## src/hw/rtl/tdg_pkg.sv

```systemverilog
// Shared types, constants and the operation table for the triangle
// displacement gradient block. No dependencies.
`default_nettype none

package tdg_pkg;

  localparam int COORD_WIDTH = 24;
  localparam int OUT_WIDTH   = 32;
  localparam int GRAD_FRAC   = 16;
  localparam int NUM_OPS     = 27;
  localparam int STEP_W      = 5;

  localparam logic [1:0] CORNER_0 = 2'd0;
  localparam logic [1:0] CORNER_1 = 2'd1;
  localparam logic [1:0] CORNER_2 = 2'd2;
  localparam logic [1:0] LAST_IDX = 2'd2;

  typedef enum logic [3:0] {
    ST_IDLE, ST_MLOAD, ST_MSTEP, ST_CHECK, ST_DLOAD,
    ST_DSTEP, ST_DRND, ST_DSAT, ST_EMIT
  } state_t;

  typedef enum logic [4:0] {
    OP_U0, OP_U1, OP_U2, OP_V0, OP_V1, OP_V2,
    OP_N0, OP_N1, OP_N2, OP_W10, OP_W11, OP_W12,
    OP_W20, OP_W21, OP_W22, OP_D20, OP_D21, OP_D22,
    OP_D30, OP_D31, OP_D32, OP_S, OP_M0, OP_M1, OP_M2
  } opnd_t;

  // one product term: acc +/-= a * b, then optionally write acc to dst
  typedef struct packed {
    opnd_t a;
    opnd_t b;
    logic  sub;
    logic  lng;
    logic  last;
    opnd_t dst;
  } op_t;

  typedef struct packed {
    logic       cap0;
    logic       cap1;
    logic       cap2;
    logic       load_mul;
    logic       mul_step;
    logic       write_dst;
    op_t        op;
    logic       div_load;
    logic       div_step;
    logic       div_rnd;
    logic       div_sat;
    logic [1:0] idx;
    logic       emit;
    logic       degen;
  } cmd_t;

  typedef struct packed {
    logic cnt_last;
    logic s_zero;
  } sts_t;

  function automatic op_t mk_op(opnd_t a, opnd_t b, logic sub, logic lng, logic last,
                                opnd_t dst);
    op_t o;
    o.a    = a;
    o.b    = b;
    o.sub  = sub;
    o.lng  = lng;
    o.last = last;
    o.dst  = dst;
    return o;
  endfunction

  // Nrm = U x V, W1 = V x Nrm, W2 = Nrm x U, S = Nrm.Nrm, M = dD2*W1 + dD3*W2
  function automatic op_t op_of(logic [STEP_W-1:0] step);
    op_t o;
    o = mk_op(OP_U0, OP_U0, 1'b0, 1'b0, 1'b0, OP_U0);
    unique case (step)
      5'd0:  o = mk_op(OP_U1,  OP_V2,  1'b0, 1'b0, 1'b0, OP_N0);
      5'd1:  o = mk_op(OP_U2,  OP_V1,  1'b1, 1'b0, 1'b1, OP_N0);
      5'd2:  o = mk_op(OP_U2,  OP_V0,  1'b0, 1'b0, 1'b0, OP_N1);
      5'd3:  o = mk_op(OP_U0,  OP_V2,  1'b1, 1'b0, 1'b1, OP_N1);
      5'd4:  o = mk_op(OP_U0,  OP_V1,  1'b0, 1'b0, 1'b0, OP_N2);
      5'd5:  o = mk_op(OP_U1,  OP_V0,  1'b1, 1'b0, 1'b1, OP_N2);
      5'd6:  o = mk_op(OP_N2,  OP_V1,  1'b0, 1'b0, 1'b0, OP_W10);
      5'd7:  o = mk_op(OP_N1,  OP_V2,  1'b1, 1'b0, 1'b1, OP_W10);
      5'd8:  o = mk_op(OP_N0,  OP_V2,  1'b0, 1'b0, 1'b0, OP_W11);
      5'd9:  o = mk_op(OP_N2,  OP_V0,  1'b1, 1'b0, 1'b1, OP_W11);
      5'd10: o = mk_op(OP_N1,  OP_V0,  1'b0, 1'b0, 1'b0, OP_W12);
      5'd11: o = mk_op(OP_N0,  OP_V1,  1'b1, 1'b0, 1'b1, OP_W12);
      5'd12: o = mk_op(OP_N1,  OP_U2,  1'b0, 1'b0, 1'b0, OP_W20);
      5'd13: o = mk_op(OP_N2,  OP_U1,  1'b1, 1'b0, 1'b1, OP_W20);
      5'd14: o = mk_op(OP_N2,  OP_U0,  1'b0, 1'b0, 1'b0, OP_W21);
      5'd15: o = mk_op(OP_N0,  OP_U2,  1'b1, 1'b0, 1'b1, OP_W21);
      5'd16: o = mk_op(OP_N0,  OP_U1,  1'b0, 1'b0, 1'b0, OP_W22);
      5'd17: o = mk_op(OP_N1,  OP_U0,  1'b1, 1'b0, 1'b1, OP_W22);
      5'd18: o = mk_op(OP_N0,  OP_N0,  1'b0, 1'b1, 1'b0, OP_S);
      5'd19: o = mk_op(OP_N1,  OP_N1,  1'b0, 1'b1, 1'b0, OP_S);
      5'd20: o = mk_op(OP_N2,  OP_N2,  1'b0, 1'b1, 1'b1, OP_S);
      5'd21: o = mk_op(OP_W10, OP_D20, 1'b0, 1'b0, 1'b0, OP_M0);
      5'd22: o = mk_op(OP_W20, OP_D30, 1'b0, 1'b0, 1'b1, OP_M0);
      5'd23: o = mk_op(OP_W11, OP_D21, 1'b0, 1'b0, 1'b0, OP_M1);
      5'd24: o = mk_op(OP_W21, OP_D31, 1'b0, 1'b0, 1'b1, OP_M1);
      5'd25: o = mk_op(OP_W12, OP_D22, 1'b0, 1'b0, 1'b0, OP_M2);
      5'd26: o = mk_op(OP_W22, OP_D32, 1'b0, 1'b0, 1'b1, OP_M2);
      default: o = mk_op(OP_U0, OP_U0, 1'b0, 1'b0, 1'b0, OP_U0);
    endcase
    return o;
  endfunction

endpackage

`default_nettype wire

```

## src/hw/rtl/tdg_ctrl.sv

```systemverilog
// Sequencer for the triangle gradient: corner bookkeeping, the product
// schedule and the three divisions. Depends on tdg_pkg.
`default_nettype none

module tdg_ctrl (
  input  wire logic          clk,
  input  wire logic          rst_n,
  input  wire logic          start,
  input  wire logic [1:0]    in_corner,
  input  wire tdg_pkg::sts_t sts,
  output tdg_pkg::cmd_t      cmd,
  output logic               busy
);

  tdg_pkg::state_t state_r, state_nxt;
  logic [tdg_pkg::STEP_W-1:0] step_r, step_nxt;
  logic [1:0] idx_r, idx_nxt;
  logic [1:0] loaded_r, loaded_nxt;
  logic cap0, cap1, cap2;

  assign busy = (state_r != tdg_pkg::ST_IDLE);
  assign cap0 = start && !busy && (in_corner == tdg_pkg::CORNER_0);
  assign cap1 = start && !busy && (in_corner == tdg_pkg::CORNER_1) &&
                (loaded_r == tdg_pkg::CORNER_1);
  assign cap2 = start && !busy && (in_corner == tdg_pkg::CORNER_2) &&
                (loaded_r == tdg_pkg::CORNER_2);

  always_ff @(posedge clk) begin
    if (!rst_n) begin
      state_r  <= tdg_pkg::ST_IDLE;
      step_r   <= '0;
      idx_r    <= '0;
      loaded_r <= '0;
    end else begin
      state_r  <= state_nxt;
      step_r   <= step_nxt;
      idx_r    <= idx_nxt;
      loaded_r <= loaded_nxt;
    end
  end

  always_comb begin
    state_nxt  = state_r;
    step_nxt   = step_r;
    idx_nxt    = idx_r;
    loaded_nxt = loaded_r;
    unique case (state_r)
      tdg_pkg::ST_IDLE: begin
        if (cap0) begin
          loaded_nxt = 2'd1;
        end else if (cap1) begin
          loaded_nxt = 2'd2;
        end else if (cap2) begin
          loaded_nxt = 2'd0;
          step_nxt   = '0;
          state_nxt  = tdg_pkg::ST_MLOAD;
        end
      end
      tdg_pkg::ST_MLOAD: state_nxt = tdg_pkg::ST_MSTEP;
      tdg_pkg::ST_MSTEP: begin
        if (sts.cnt_last) begin
          if (step_r == tdg_pkg::STEP_W'(tdg_pkg::NUM_OPS - 1)) begin
            state_nxt = tdg_pkg::ST_CHECK;
          end else begin
            step_nxt  = step_r + 1'b1;
            state_nxt = tdg_pkg::ST_MLOAD;
          end
        end
      end
      tdg_pkg::ST_CHECK: begin
        idx_nxt   = '0;
        state_nxt = sts.s_zero ? tdg_pkg::ST_EMIT : tdg_pkg::ST_DLOAD;
      end
      tdg_pkg::ST_DLOAD: state_nxt = tdg_pkg::ST_DSTEP;
      tdg_pkg::ST_DSTEP: begin
        if (sts.cnt_last) state_nxt = tdg_pkg::ST_DRND;
      end
      tdg_pkg::ST_DRND: state_nxt = tdg_pkg::ST_DSAT;
      tdg_pkg::ST_DSAT: begin
        if (idx_r == tdg_pkg::LAST_IDX) begin
          state_nxt = tdg_pkg::ST_EMIT;
        end else begin
          idx_nxt   = idx_r + 1'b1;
          state_nxt = tdg_pkg::ST_DLOAD;
        end
      end
      tdg_pkg::ST_EMIT: state_nxt = tdg_pkg::ST_IDLE;
      default: state_nxt = tdg_pkg::ST_IDLE;
    endcase
  end

  always_comb begin
    cmd       = '0;
    cmd.op    = tdg_pkg::op_of(step_r);
    cmd.idx   = idx_r;
    unique case (state_r)
      tdg_pkg::ST_IDLE: begin
        cmd.cap0 = cap0;
        cmd.cap1 = cap1;
        cmd.cap2 = cap2;
      end
      tdg_pkg::ST_MLOAD: cmd.load_mul = 1'b1;
      tdg_pkg::ST_MSTEP: begin
        cmd.mul_step  = 1'b1;
        cmd.write_dst = cmd.op.last && sts.cnt_last;
      end
      tdg_pkg::ST_CHECK: ;
      tdg_pkg::ST_DLOAD: cmd.div_load = 1'b1;
      tdg_pkg::ST_DSTEP: cmd.div_step = 1'b1;
      tdg_pkg::ST_DRND:  cmd.div_rnd  = 1'b1;
      tdg_pkg::ST_DSAT:  cmd.div_sat  = 1'b1;
      tdg_pkg::ST_EMIT: begin
        cmd.emit  = 1'b1;
        cmd.degen = sts.s_zero;
      end
      default: ;
    endcase
  end

endmodule

`default_nettype wire

```

## config.mk

```make
export PLATFORM = sky130hd
export DESIGN_NAME = tdg_ctrl
export DESIGN_NICKNAME = d
export VERILOG_FILES = /design/src/hw/rtl/tdg_pkg.sv /design/src/hw/rtl/tdg_ctrl.sv
export SDC_FILE = /design/constraint.sdc
export NUM_CORES = 1
export LEC_CHECK = 0
export BUFFER_PORTS_ARGS = -buffer_cell sky130_fd_sc_hd__buf_2
export CORE_UTILIZATION = 30
export CTS_BUF_LIST = sky130_fd_sc_hd__clkbuf_4 sky130_fd_sc_hd__clkbuf_8
export CTS_CLUSTER_SIZE = 30
export DETAILED_ROUTE_END_ITERATION = 16
export GPL_ROUTABILITY_DRIVEN = 0
export GPL_TIMING_DRIVEN = 0
export HOLD_SLACK_MARGIN = 0.02
export SYNTH_ARGS = -nofsm -noshare
export SYNTH_HDL_FRONTEND = slang
export SYNTH_SLANG_ARGS = --single-unit
```

## constraint.sdc

```tcl
create_clock -name clk -period 4.2 [get_ports clk]
set_input_delay 1.26 -clock clk [delete_from_list [all_inputs] [get_ports clk]]
set_output_delay 1.26 -clock clk [all_outputs]
set_load 0.02 [all_outputs]
```

=== Word-level counts from Yosys, hierarchy flattened ===
Memory sizes are Yosys's and may differ from the RTL's. A register that Yosys moved wholly into a read port is not among the register bits.
Cells that the tools add are included.

* Word-level logic and storage cells: 76
* Register bits after elaboration: 13
* Memories: 1
* Bits in read-only memories: 544
* Output and inout bits: 33
* Input port bits: 7

* Reductions and logical operators: 18
* Muxes and demuxes: 30
* $add $sub $neg: 2
* Equal/unequal tests: 21

{| class="wikitable"
|+ Memories
! name !! words !! width !! read ports !! clocked after memory_dff !! write ports !! RTL line !! source
|-
| (name not given) || 32 || 17 || 1 || 1 || 0 || tdg_pkg.sv:78 || <nowiki>unique case (step)</nowiki>
|}

{| class="wikitable"
|+ Operator list
! kind !! count
|-
| 2-to-1 mux 5 bit || 7
|-
| one-hot mux 4 bit (8 select lines) || 1
|-
| 2-to-1 mux 4 bit || 7
|-
| == test 4 x 3 -> 1 bit (second input constant) || 4
|-
| 2-to-1 mux 2 bit || 7
|-
| != test 2 bit (second input constant) || 7
|-
| one-hot mux 5 bit (2 select lines) || 1
|-
| == test 4 x 2 -> 1 bit (second input constant) || 2
|-
| logical AND 1 bit || 7
|-
| == test 2 bit (second input constant) || 3
|-
| AND reduction 6 bit || 1
|-
| adder 5 x 1 -> 5 bit (second input constant) || 1
|-
| == test 5 bit (second input constant) || 1
|-
| 2-to-1 mux 1 bit || 5
|-
| AND reduction 5 bit || 1
|-
| == test 2 x 1 -> 1 bit (second input constant) || 2
|-
| == test 4 x 1 -> 1 bit (second input constant) || 1
|-
| == test 4 bit (second input constant) || 1
|-
| zero test 4 bit || 1
|-
| one-hot mux 2 bit (2 select lines) || 1
|-
| AND reduction 2 bit || 2
|-
| nonzero test 2 bit || 2
|-
| nonzero test 4 bit || 1
|-
| 2-to-1 mux 3 bit || 1
|-
| other kinds (4) || 4
|}

=== Longest topological paths before layout ===
Gate-level depths: netlist of run 1.

* Depth in word-level cells: 11
* Gate-level depth with buffers: 12
* Depth with buffers taken out: 11

=== Worst setup path after synthesis of run 1 ===
OpenSTA, ideal clock, no wires.

* Path type: input-to-output
* From: input port in_corner[1]
* To: output port cmd[30] (netlist name)
* Buffers on the path: 0
* Cell stages on the path: 2
* Data arrival time: 2.238 ns
* Setup slack: 0.702 ns
* Data required time: 2.940 ns
* Cell sequence: nand2b_1 nor4_1

{| class="wikitable"
|+ RTL lines
! element !! RTL line !! source
|-
| start, declared || tdg_ctrl.sv:9 || <nowiki>input wire logic [1:0] in_corner,</nowiki>
|-
| end, declared || tdg_ctrl.sv:11 || <nowiki>output tdg_pkg::cmd_t cmd,</nowiki>
|}

=== Worst setup path in the final report of run 1 ===
* From: register state_r[1]
* To: register cmd[23] (netlist name)

* Longest elaborated chain between the ends: 9

{| class="wikitable"
|+ RTL lines
! element !! RTL line !! source
|-
| start, declared || tdg_ctrl.sv:15 || <nowiki>tdg_pkg::state_t state_r, state_nxt;</nowiki>
|-
| start signal, assigned || tdg_ctrl.sv:30 || <nowiki>state_r <= tdg_pkg::ST_IDLE;</nowiki>
|-
| start signal, assigned || tdg_ctrl.sv:35 || <nowiki>state_r <= state_nxt;</nowiki>
|-
| nonzero test 4 bit || tdg_ctrl.sv:21 || <nowiki>assign busy = (state_r != tdg_pkg::ST_IDLE);</nowiki>
|-
| zero test 1 bit || tdg_ctrl.sv:22, tdg_ctrl.sv:23, tdg_ctrl.sv:25 ||
|-
| logical AND 1 bit || tdg_ctrl.sv:22, tdg_ctrl.sv:23, tdg_ctrl.sv:25 ||
|-
| logical AND 1 bit (on tied branches) (2 in a row) || tdg_ctrl.sv:25, tdg_ctrl.sv:23 ||
|-
| != test 2 bit (no line) || n/a ||
|-
| AND reduction 6 bit (no line) || n/a ||
|-
| 2-to-1 mux 5 bit (no line) * (2 in a row) || n/a ||
|}

Mark *: on every way between the ends. The rest lies on a longest branch, timed or not.
A chain may end at the register's enable or synchronous reset.

==> results of run 1 <==
[critical path, stage by stage, from the launching register on]
cell      delay, ps
dfxtp_1         320
buf_6           130
or4b_2          640
inv_1           170
nand3_1         150
xnor2_1         170
nor2_1          580
inv_1           230
ha_1            330
clkbuf_1        340
nor2_1          150
a211oi_1        240
o22ai_1         120
[cell type report]
class | instances | share of cell area
repair buffers | 37 | 0.0825
clock inverters | 1 | 0.00223
inverters | 16 | 0.0267
multi-input cells | 173 | 0.499
flip-flops and latches | 30 | 0.267
well taps | 75 | 0.0418
clock buffers | 7 | 0.0401
plain buffers | 13 | 0.0407
[registers in the layout (all words and copies together) (netlist names)]
name,cells
cmd,17
idx_r,2
loaded_r,2
state_r,4
step_r,5
[per-layer routing]
layer  vias to the layer above  global-route usage  wire length, microns
met2                        54               0.229                  2140
met3                         5              0.0382                   299
met1                       817               0.192                  2150
met5                         -                   0                     0
li1                        917                   -                     -
met4                         0              0.0554                    67
[cell families after synthesis]
group | synth area share
AND/OR/NAND/NOR | 0.235
AO/OA/AOI/OAI | 0.233
buffers and inverters | 0.0809
XOR/XNOR | 0.0140
adder cells (fa/ha/maj) | 0.0668
multiplexers | 0.0475
flip-flops | 0.321
other | 0.00200
[layout by cell type, fill, tap and decap left out, types with 2 or more instances in the layout]
master | netlist | layout
nor4_1 | 4 | 4
nand4b_1 | 3 | 3
nor2_1 | 21 | 21
mux2i_1 | 4 | 4
ha_1 | 10 | 10
clkbuf_8 | 0 | 6
a211o_1 | 3 | 3
a211oi_1 | 5 | 5
nand2b_1 | 6 | 6
o21ai_0 | 14 | 14
o211ai_1 | 5 | 5
o41ai_1 | 2 | 2
xnor2_1 | 2 | 2
or3_1 | 2 | 2
clkbuf_1 | 5 | 5
buf_4 | 3 | 3
buf_6 | 4 | 4
a22oi_1 | 3 | 3
mux2_2 | 3 | 3
inv_1 | 13 | 13
and3_1 | 3 | 3
buf_2 | 1 | 38
nand3_1 | 6 | 6
and2_1 | 5 | 5
nand2_1 | 21 | 21
dfxtp_1 | 30 | 30
o21a_1 | 3 | 3
a31oi_1 | 3 | 3
a21oi_1 | 16 | 16
inv_2 | 2 | 2
nor3_1 | 6 | 6
[power by group through the flow]
stage / Combinational [mW] / Sequential (mW) / Clock (mW)
floorplan: 0.00983 / 0.292 / 0
global placement: 0.0159 / 0.292 / 0
detailed placement: 0.0160 / 0.292 / 0
CTS: 0.0160 / 0.286 / 0.257
global route: 0.0178 / 0.286 / 0.270
finish: 0.0160 / 0.286 / 0.250
[final timing paths]
kind                              endpoint                startpoint  depth (start not counted)
setup / recovery           cmd[23]$_DFF_P_   state_r[1]$_SDFFE_PN0P_                         12
hold / removal    loaded_r[1]$_SDFFE_PN0P_  loaded_r[1]$_SDFFE_PN0P_                          2
setup reg to reg           cmd[23]$_DFF_P_   state_r[1]$_SDFFE_PN0P_                         12
hold reg to reg   loaded_r[1]$_SDFFE_PN0P_  loaded_r[1]$_SDFFE_PN0P_                          2
[metrics by stage]
step	instance area [sq um]	util	cells	hold slack [ps]	power, mW
floorplan	1870	-	232	471	0.302
global route	2250	0.377	352	550	0.573
CTS	2250	0.377	352	522	0.559
detailed placement	2150	0.361	344	507	0.308
global placement	2150	0.361	344	498	0.308
finish	2250	0.377	352	511	0.552
==> qor.csv, run 1 <==
metric;value;unit
outcome;complete, no violations;
cts repair resizes;0;
CP endpoint kind;flop;
syn_nets;249;
port bufs;37;
initial antenna violation count;0;
maximum vdd drop;91.7;uV
clock sink count;30;
vias;1793;
Arr. time, crit path;3860;ps
Total Wirelength;4660;microns
setup violators final;0;
Detail Route Antenna Nets;0;
TritonCTS buffer count;5;
Tightest Pin Transition;747;ps
count of pins over their slew limit;0;
post-synthesis cell area;1870;sq um
pin count of the biggest net entering global routing;12;
Pint;429;uW
layout filler cell count;637;
FF+latch count, synth;30;
min Tclk post-route;3690;ps
Seq pwr share;0.518;
TritonCTS clock tree;done;
setup TNS;0;ps
Worst slew margin;0.500;
area taken by multi-input logic gates;1120;sq um
most common cell in the netlist;dfxtp_1;
Final Hold Viols;0;
Max Clock Skew;4.99;ps
Cells after Synth;232;
Sw Share;0.222;
Async S/R FF share, synth;0;
Pleak;0.974;nW
Seq/Total Area, Yosys;0.321;
clock power share;0.453;
H-tree levels;2;
layout cell share with drive strength beyond 1;0.242;
FP Rows;28;
post-synth top area share;0.321;
largest area contributor in the netlist;dfxtp_1;
Maximum Capacitance Violations;0;
Post-synth top cells;dfxtp_1 (30), nand2_1 (21), nor2_1 (21);
Reg clk slew, reported paths;70;ps
Initial Util;0.314;
Worst setup SP type;flop;
register area;601;sq um
final setup margin;510;ps
Ant. Diodes;0;
detailed-route DRC error count;0;
GRT Resource Usage Total;0.146;
Synth-to-Final Area Change;20.0;%
HPWL Detailed;3330;microns
Core ar.;5960;sq um
Initial DRC Count;154;
logic gate share of total power;0.029;
clock root buffer;clkbuf_8;
Vias/cell;5.09;
PD cells;246;nW/um^2
first-pass GRT wire length;7390;microns
Layout Nets;293;
post-placement setup slack;267;ps
Min-Delay Path Class;reg -> reg;
mean post-synth cell area;8.07;sq um
unrepaired setup endpoints after global routing;false;
Synth cell types;54;
remaining global-route overflow;0;
Synthesis Warnings;0;
via count of the first global-routing pass;1595;
top post-synthesis cells by area;dfxtp_1 (32%), ha_1 (6.7%), a21oi_1 (4.3%);
Die X;81.0;microns
CP required;4370;ps
crit path max fanout;11;
fmax;271;MHz
fin crit share;0.878;
Synth Flop Type;dfxtp_1;
Post-CTS Setup Bufs;0;
CP Class;reg -> reg;
worst reg2reg setup slack;510;ps
wire per inst;13.2;microns
cts hold-fix bufs;0;
EDFF count, synth;0;
CTS max path bufs;2;
TritonRoute pass-1 iters;4;
Die ar.;6560;sq um
clk_lat worst skew;290;ps
IO Pins;40;
die height;81.0;microns
net switching power;123;uW
Power figures use the tool's default switching activity.
==> run 2, diff against run 1 <==
BUFFER_PORTS_ARGS = default   (was -buffer_cell sky130_fd_sc_hd__buf_2)
DONT_BUFFER_PORTS = 1   (was default)
==> qor.csv, run 2 (synthesized netlist as in run 1, its figures left out) <==
metric;value;unit;change
highest cell delay on the worst timing path;650;ps;about the same
Pleak;0.786;nW;-19%
Layout Nets;256;;-13%
Final Hold Viols;0;;unchanged
worst reg2reg setup slack;330;ps;-180 ps
Reg clk slew, reported paths;60;ps;about the same
CP cell instances;buf_6, or4b_2, inv_1, nand3_1, xnor2_1, nor2_1, inv_1, ha_1, clkbuf_1, nor2_1, a211oi_1, o22ai_1;;
critical path's top delay family;simple AND/OR/NAND/NOR gates;;
GRT Resource Usage Total;0.151;;+0.00420
Min-Delay Path Class;reg -> reg;;
met2 Usage GRT;0.244;;+0.0151
GR peak layer;met2;;
non-filler cells, final;314;;-11%
die height;81.0;microns;unchanged
Worst slew margin;0.248;;-0.253
met1 usage;0.193;;+0.000988
pin count of the biggest net entering global routing;12;;unchanged
worst reg2reg path depth;12;;unchanged
Die ar.;6560;sq um;unchanged
Tightest Pin Transition;1120;ps;+371 ps
Hold Startpoint;loaded_r[1]$_SDFFE_PN0P_;;
fmax;259;MHz;-4.6%
crit path max fanout;11;;unchanged
RR Startpoint;state_r[1]$_SDFFE_PN0P_;;
detailed-route DRC error count;0;;unchanged
Pint;416;uW;-3.2%
via count of the first global-routing pass;1586;;-0.56%
setup TNS;0;ps;unchanged
TritonCTS clock tree;done;;
clk_lat worst skew;280;ps;about the same
setup violators final;0;;unchanged
vias;1699;;-5.2%
Total Wirelength;4630;microns;-0.75%
port bufs;0;;-100%
hold path depth;2;;unchanged
PD cells;258;nW/um^2;+4.8%
Worst Path Buf+Inv;4;;unchanged
CP Class;reg -> reg;;
first-pass GRT wire length;7620;microns;+3.1%
Initial DRC Count;155;;+0.65%
Core ar.;5960;sq um;unchanged
cts repair resizes;0;;unchanged
unrepaired setup endpoints after global routing;false;;
net switching power;112;uW;-8.7%
Slowest cell on crit path;or4b_2;;
commonest non-fill, non-tap cells in the layout;dfxtp_1 (30), nand2_1 (21), nor2_1 (21);;
wire per inst;14.7;microns;+11%
HPWL Detailed;3320;microns;-0.29%
Max Clock Skew;4.12;ps;-0.873 ps
Initial Util;0.314;;unchanged
Arr. time, crit path;4030;ps;+170 ps
Synth-to-Final Area Change;9.49;%;
met3 Use GR;0.0337;;-0.00449
RR Endpoint;cmd[23]$_DFF_P_;;
fin crit share;0.921;;+0.0425
IO Pins;40;;unchanged
cts hold-fix bufs;0;;unchanged
Post-CTS Setup Bufs;0;;unchanged
TritonCTS buffer count;5;;unchanged
Hold EP;loaded_r[1]$_SDFFE_PN0P_;;
H-tree levels;2;;unchanged
min Tclk post-route;3870;ps;+179 ps
Post-Place Cells;307;;-11%
flip-flop count of the largest register, all copies and words added;17;;unchanged
Total Power;528;uW;-4.4%
CP endpoint kind;flop;;
Sw Share;0.212;;-0.0100
Die X;81.0;microns;unchanged
initial antenna violation count;0;;unchanged
Vias/cell;5.41;;+6.2%
Worst setup SP type;flop;;
count of pins over their slew limit;0;;unchanged
Detail Route Antenna Nets;0;;unchanged
maximum vdd drop;89.4;uV;-2.4%
TritonRoute pass-1 iters;4;;unchanged
clock root buffer;clkbuf_8;;
layout cell share with drive strength beyond 1;0.121;;-0.121
CTS max path bufs;2;;unchanged
FP Rows;28;;unchanged
Maximum Capacitance Violations;0;;unchanged
Seq pwr share;0.542;;+0.024
Ant. Diodes;0;;unchanged
logic gate share of total power;0.023;;-0.006
remaining global-route overflow;0;;unchanged
clock power share;0.435;;-0.018
outcome;complete, no violations;;
clock sink count;30;;unchanged
CP required;4360;ps;about the same
Hold Slack;520;ps;+8.66 ps
most common cell after layout, fill and taps aside;dfxtp_1;;
run 2: cell types whose count changed in the layout (fill, tap and decap cells not counted), sizes merged:
cell	before	now
buf	45	8
clkinv	2	1
run 2: layout make-up:
class | count | area (sq um)
Buffer | 13 | 91.3
Clock buffer | 7 | 83.8
Fill cell | 646 | 3910
Inverter | 16 | 60.1
Multi-Input combinational cell | 173 | 1120
Sequential cell | 30 | 601
Tap cell | 75 | 93.8
run 2: worst register-to-register path, delay by kind of cell (launching register included):
kind / cells / cell delay (ps)
flops: 1 / 320
compound gates: 2 / 370
simple gates: 4 / 1590
xor+xnor: 1 / 170
fa+ha+maj: 1 / 340
buf+inv: 4 / 970
run 2: routing by layer:
layer	vias up	wire, microns
met3	5	259
met5	-	0
li1	844	-
met2	41	2210
met4	0	63
met1	809	2100
run 2: through the flow:
step                setup WS (ps)   util  instance area [sq um]
floorplan                     702      -                   1870
global placement              220  0.330                   1970
CTS                           362  0.344                   2050
global route                 68.7  0.344                   2050
finish                        332  0.344                   2050
detailed placement            230  0.330                   1970
run 2: worst max path at each step:
stage / startpoint / end / slack (ps) / depth (start not counted)
floorplan: in_corner[1] / cmd[30] / 700 / 2
finish: state_r[1]$_SDFFE_PN0P_ / cmd[23]$_DFF_P_ / 330 / 12
detailed placement: rst_n / cmd[23]$_DFF_P_ / 230 / 9
CTS: state_r[1]$_SDFFE_PN0P_ / cmd[23]$_DFF_P_ / 360 / 12
global route: state_r[1]$_SDFFE_PN0P_ / cmd[23]$_DFF_P_ / 70 / 12
global placement: rst_n / cmd[23]$_DFF_P_ / 220 / 9
run 2: power groups by stage:
| stage | Combinational, mW | Sequential (mW) | Clock [mW] |
|---|---|---|---|
| after floorplan | 0.00983 | 0.292 | 0 |
| after global placement | 0.0121 | 0.292 | 0 |
| after detailed placement | 0.0121 | 0.292 | 0 |
| after CTS | 0.0121 | 0.286 | 0.240 |
| after global routing | 0.0137 | 0.286 | 0.254 |
| final | 0.0122 | 0.286 | 0.230 |
